**src/hw/rtl/vdm_pkg.sv**
```systemverilog
// ----------------------------------------------------------------------------
// vdm_pkg
// Shared types and constants of the vector distance unit: register indexes,
// metric and order codes, result widths and the power unit request.
// ----------------------------------------------------------------------------
package vdm_pkg;

    // result and accumulator widths
    localparam int SUM_BITS       = 64;
    localparam int DIST_BITS      = 22;
    localparam int INDEX_BITS     = 16;
    localparam int BIT_IDX_BITS   = $clog2(DIST_BITS);
    localparam int OUT_TDATA_BITS = ((DIST_BITS + INDEX_BITS + 7) / 8) * 8;

    // configuration port
    localparam int CFG_INDEX_BITS = 2;
    localparam int CFG_DATA_BITS  = 7;
    localparam int METRIC_BITS    = 2;
    localparam int ORDER_BITS     = 2;
    localparam int LENGTH_BITS    = 7;

    localparam logic [CFG_INDEX_BITS-1:0] CFG_METRIC = 2'd0;
    localparam logic [CFG_INDEX_BITS-1:0] CFG_ORDER  = 2'd1;
    localparam logic [CFG_INDEX_BITS-1:0] CFG_LENGTH = 2'd2;

    localparam logic [METRIC_BITS-1:0] METRIC_EUCLIDEAN = 2'd0;
    localparam logic [METRIC_BITS-1:0] METRIC_MANHATTAN = 2'd1;
    localparam logic [METRIC_BITS-1:0] METRIC_MINKOWSKI = 2'd2;

    // exponent codes seen by the power unit
    localparam logic [ORDER_BITS-1:0] ORDER_NONE   = 2'd0;
    localparam logic [ORDER_BITS-1:0] ORDER_LINEAR = 2'd1;
    localparam logic [ORDER_BITS-1:0] ORDER_SQUARE = 2'd2;
    localparam logic [ORDER_BITS-1:0] ORDER_CUBE   = 2'd3;

    // register values after reset
    localparam logic [METRIC_BITS-1:0] RST_METRIC = METRIC_EUCLIDEAN;
    localparam logic [ORDER_BITS-1:0]  RST_ORDER  = ORDER_SQUARE;
    localparam logic [LENGTH_BITS-1:0] RST_LENGTH = 7'd64;

    // request to the power unit
    typedef struct packed {
        logic                  valid;
        logic [ORDER_BITS-1:0] order;
    } t_pow_req;

endpackage

```
**src/hw/rtl/vdm_power_unit.sv**
```systemverilog
// ----------------------------------------------------------------------------
// vdm_power_unit
// Multicycle power unit: raises an unsigned base to order 1, 2 or 3 and
// saturates the exact product to the accumulator width.
// ----------------------------------------------------------------------------
module vdm_power_unit #(
    parameter int BASE_BITS = 22
) (
    input  logic                          i_clk,
    input  logic                          i_rst_n,
    input  vdm_pkg::t_pow_req             i_req,
    input  logic [BASE_BITS-1:0]          i_base,
    output logic                          o_done,
    output logic [vdm_pkg::SUM_BITS-1:0]  o_result
);

    import vdm_pkg::*;

    localparam int PROD_BITS = 3 * BASE_BITS;

    typedef enum logic [4:0] {
        P_IDLE = 5'b00001,
        P_SQ   = 5'b00010,
        P_LO   = 5'b00100,
        P_HI   = 5'b01000,
        P_FIN  = 5'b10000
    } t_pstate;

    t_pstate                  r_state;
    t_pstate                  n_state;
    logic [BASE_BITS-1:0]     r_base;
    logic [ORDER_BITS-1:0]    r_order;
    logic [2*BASE_BITS-1:0]   r_sq;
    logic [2*BASE_BITS-1:0]   r_plo;
    logic [2*BASE_BITS-1:0]   r_phi;
    logic                     r_done;
    logic [SUM_BITS-1:0]      r_result;
    logic [PROD_BITS-1:0]     w_exact;
    logic [SUM_BITS-1:0]      w_sat;

    always_comb begin
        n_state = r_state;
        unique case (r_state)
            P_IDLE:  if (i_req.valid) begin
                n_state = P_SQ;
            end
            P_SQ:    n_state = (r_order == ORDER_CUBE) ? P_LO : P_FIN;
            P_LO:    n_state = P_HI;
            P_HI:    n_state = P_FIN;
            P_FIN:   n_state = P_IDLE;
            default: n_state = P_IDLE;
        endcase
    end

    // cube is assembled from the two halves of the square
    always_comb begin
        w_exact = PROD_BITS'(r_base);
        if (r_order == ORDER_SQUARE) begin
            w_exact = PROD_BITS'(r_sq);
        end else if (r_order == ORDER_CUBE) begin
            w_exact = PROD_BITS'(r_plo) + (PROD_BITS'(r_phi) << BASE_BITS);
        end
        w_sat = (|w_exact[PROD_BITS-1:SUM_BITS]) ? '1 : w_exact[SUM_BITS-1:0];
    end

    always_ff @(posedge i_clk) begin
        if (!i_rst_n) begin
            r_state <= P_IDLE;
            r_done  <= 1'b0;
        end else begin
            r_state <= n_state;
            r_done  <= (r_state == P_FIN);
        end
    end

    always_ff @(posedge i_clk) begin
        if (r_state == P_IDLE && i_req.valid) begin
            r_base  <= i_base;
            r_order <= i_req.order;
        end
        if (r_state == P_SQ) begin
            r_sq <= r_base * r_base;
        end
        if (r_state == P_LO) begin
            r_plo <= r_sq[BASE_BITS-1:0] * r_base;
        end
        if (r_state == P_HI) begin
            r_phi <= r_sq[2*BASE_BITS-1:BASE_BITS] * r_base;
        end
        if (r_state == P_FIN) begin
            r_result <= w_sat;
        end
    end

    assign o_done   = r_done;
    assign o_result = r_result;

endmodule

```
**config.mk**
```make
export PLATFORM = sky130hd
export DESIGN_NAME = vdm_power_unit
export DESIGN_NICKNAME = d
export VERILOG_FILES = /design/src/hw/rtl/vdm_pkg.sv /design/src/hw/rtl/vdm_power_unit.sv
export SDC_FILE = /design/constraint.sdc
export NUM_CORES = 2
export LEC_CHECK = 0
export CAP_MARGIN = 15
export CORE_UTILIZATION = 30
export DETAILED_ROUTE_END_ITERATION = 16
export DONT_BUFFER_PORTS = 1
export PLACE_DENSITY_LB_ADDON = 0.15
export SLEW_MARGIN = 0
export SYNTH_ARGS = -nofsm -noshare
export SYNTH_HDL_FRONTEND = slang
export SYNTH_SLANG_ARGS = --single-unit
```
**constraint.sdc**
```tcl
create_clock -name i_clk -period 8.2 [get_ports i_clk]
set_clock_uncertainty 0.1 [all_clocks]
set_input_delay 1.23 -clock i_clk [delete_from_list [all_inputs] [get_ports i_clk]]
set_output_delay 1.23 -clock i_clk [all_outputs]
set_load 0.03 [all_outputs]
```
==> impl_metrics.toml <==
[global_route]
grt_antenna_before_repair = 9
grtUsageTotal_pct = 18.2
grt_pass1_vias = 41900
grt_pass1_wl_um = 254000
grt_max_degree = 66
grt-ovfl-total = 0

[yosys]
netlist_area_mm2 = 0.0544
ys_ff_latch = 225
ys_types = 79
ys_async_sr_fraction_pct = 0
synth_top_cell_area_share_pct = 41.5
synth_edf_count = 219
synth_cells = 5683
ys.flop_type = "edfxtp_1"
synth.area.top_cells = "fa_1 (42%), edfxtp_1 (12%), ha_1 (12%)"
synth_top_cell_by_area = "fa_1"
syn_avg_cell_area_um2 = 9.57
yosys_warnings = 0
synth-seq-area-share_pct = 12.3

[die]
design.die.area_mm2 = 0.183
initial_utilization_pct = 30.3
row_count = 155
io_pins = 92
die_w_um = 428
coreArea_mm2 = 0.179
die_y_um = 428

[setup_path]
path_max_fanout = 28
critical-path-top-delay-family = "adder cells"
end_kind = "register"
critPathSlowestCell = "fa_1"
regToRegSetupSlack_ns = 0.33
path_buf_inv = 5
path_cells = "buf_4 > buf_4 > nand2_1 > fa_1 > fa_1 > fa_1 > inv_1 > fa_1 > fa_1 > fa_1 > inv_1 > fa_1 > inv_1 > ha_1 > nand4_1 > or2_2 > nor2_1 > o21ai_1 > a31oi_1 > a2111oi_0 > o21ai_1 > a41oi_1 > xnor2_1"
critPathMostFrequentCell = "fa_1"
worstSetupStartpointType = "register"
required_ns = 8.40
worstPathArrival_ns = 8.07
critPathKind = "register to register"
slowest_delay_ns = 0.56

[clocking]
cts_tree = "built"
worstSkewPairLatency_ns = 0.62
cts.sinks = 225
cts.reportedPaths.clkPinSlew_ns = 0.06
h-tree-depth = 2
cts-root-buf = "clkbuf_16"
cts_hold_buf = 0
ctsLongestPathBuffers = 3
cts_buffers = 36

[sta]
setup-violations-final = 0
slew_violations = 0
tns_ns = 0
slew_headroom_pct = 23.0
fin_crit_ns = 7.87
tightest_slew_ns = 1.16
hold_ws_ns = 0.462
hold_violations = 0
post-route-period-util_pct = 96.0
max_freq_mhz = 127
rsz0062_at_grt = "false"

[cells_and_area]
area_delta_synth_final_pct = 8.28
nNetsFinal = 7251
drive_above_1_share_pct = 4.29

[hold_path]
worstHoldPathType = "register to register"

[placed_design]
dp_hpwl_um = 129000
io_buffers = 0
gp_congestion = 0.854

[route]
routed_wl_um = 160000
first_iter_violations = 1788
drc_errors = 0
wl_per_cell_um = 20.1
via_count = 37400
viasPerCell = 4.69
ant_nets = 0
first_pass_iters = 5

[run_status]
outcome = "finished, final reports clean"

[job]
cap_violations = 0
## through the flow
step                setup slack [ns]  util (%)  std cells  instance area, um^2
floorplan                       1.15         -       5694                54400
global placement               0.248      32.2       7906                57700
detailed placement             0.214      32.2       7906                57700
CTS                            0.171      32.8       7970                58800
global route                  0.0655      32.8       7971                58800
finish                         0.332      32.8       7976                58900
## cell usage after synthesis, types with 6 or more instances
library cell / instances
a211o_1: 6
a211oi_1: 24
a21o_1: 101
a21oi_1: 170
a31o_2: 8
a31oi_1: 43
a41oi_1: 7
and2_1: 578
and3_1: 29
buf_1: 23
buf_2: 6
clkbuf_1: 262
dfxtp_1: 6
edfxtp_1: 219
fa_1: 1127
ha_1: 508
inv_1: 1217
nand2_1: 683
nand2b_1: 31
nand3_1: 33
nand4_1: 15
nor2_1: 125
nor2b_1: 17
nor3_1: 11
nor3b_1: 6
o211ai_1: 11
o21a_1: 17
o21ai_0: 69
o21ai_1: 8
o21bai_1: 29
o22ai_1: 21
o31ai_1: 9
or2_2: 6
xnor2_1: 112
xor2_1: 66
## placed cells by master, fill, tap and decap left out, types with 7 or more instances in the layout
cell type	n
ha_1	508
o21bai_1	29
buf_4	123
nor2b_1	17
a211oi_1	24
nand2b_1	31
nand3_1	33
inv_1	1214
o22ai_1	21
a31oi_1	43
a21oi_1	170
edfxtp_1	219
conb_1	13
nand2_1	682
and2_1	577
o21a_1	17
o21ai_1	8
buf_12	29
a31o_2	8
xnor2_1	112
o211ai_1	11
and3_1	29
clkbuf_16	36
a21o_1	101
o21ai_0	69
nor3_1	11
a41oi_1	7
xor2_1	66
clkbuf_1	10
o31ai_1	9
nor2_1	125
nand4_1	15
fa_1	1127
## cells by family (layout without fill, tap and decap cells)
family | Yosys count | after routing | share of synthesized area, %
mux | 4 | 4 | 0.0783
xor+xnor | 178 | 178 | 2.87
flops | 225 | 225 | 12.3
buf+inv | 1512 | 1433 | 10.5
compound gates | 571 | 571 | 6.84
other cells | 2 | 19 | 0.0138
simple gates | 1555 | 1555 | 14.2
fa+ha+maj | 1636 | 1636 | 53.2
## path summary, 6_finish.rpt
kind / start / to / cells past startpoint
setup / recovery: r_base[9] / r_sq[38] / 23
setup reg to reg: r_base[9] / r_sq[38] / 23
hold reg to reg: r_state[3] / r_state[4] / 2
hold / removal: r_state[3] / r_state[4] / 2
## flip-flops by register name, summed over array words and instances (netlist names)
register,count
r_sq,43
o_result,64
r_state,5
r_base,22
r_phi,44
r_plo,44
o_done,1
r_order,2
## metal layers
layer / up-vias / part of all wire [%] / GRT usage (%)
li1: 17100 / - / -
met1: 19400 / 47 / 24.9
met2: 687 / 48 / 31.1
met3: 166 / 3.4 / 1.74
met4: 0 / 2.2 / 3.83
met5: - / 0 / 0
## worst reg2reg max path, stage by stage, from the launching register on
cell,delay [ns]
edfxtp_1,0.43
buf_4,0.20
buf_4,0.37
nand2_1,0.15
fa_1,0.56
fa_1,0.53
fa_1,0.53
inv_1,0.07
fa_1,0.56
fa_1,0.44
fa_1,0.50
inv_1,0.05
fa_1,0.47
inv_1,0.04
ha_1,0.38
nand4_1,0.18
or2_2,0.18
nor2_1,0.06
o21ai_1,0.32
a31oi_1,0.25
a2111oi_0,0.55
o21ai_1,0.26
a41oi_1,0.29
xnor2_1,0.09
## timing repair
action	4_1_cts	5_1_grt
buffers inserted	0	1
endpoints found under the setup margin	0	6
resized for setup	0	0
## cell type report
type / instances / area, um^2
multi-input cells: 3957 / 42000
flip-flops and latches: 225 / 6700
inverters: 1217 / 4570
clock inverters: 18 / 193
fillers: 18600 / 120000
diodes: 6 / 15.0
well taps: 2355 / 2950
clock buffers: 46 / 938
repair buffers: 152 / 1500
Power is not shown: default switching activity piles up to over one toggle a cycle in this logic, so the estimate is an artifact.
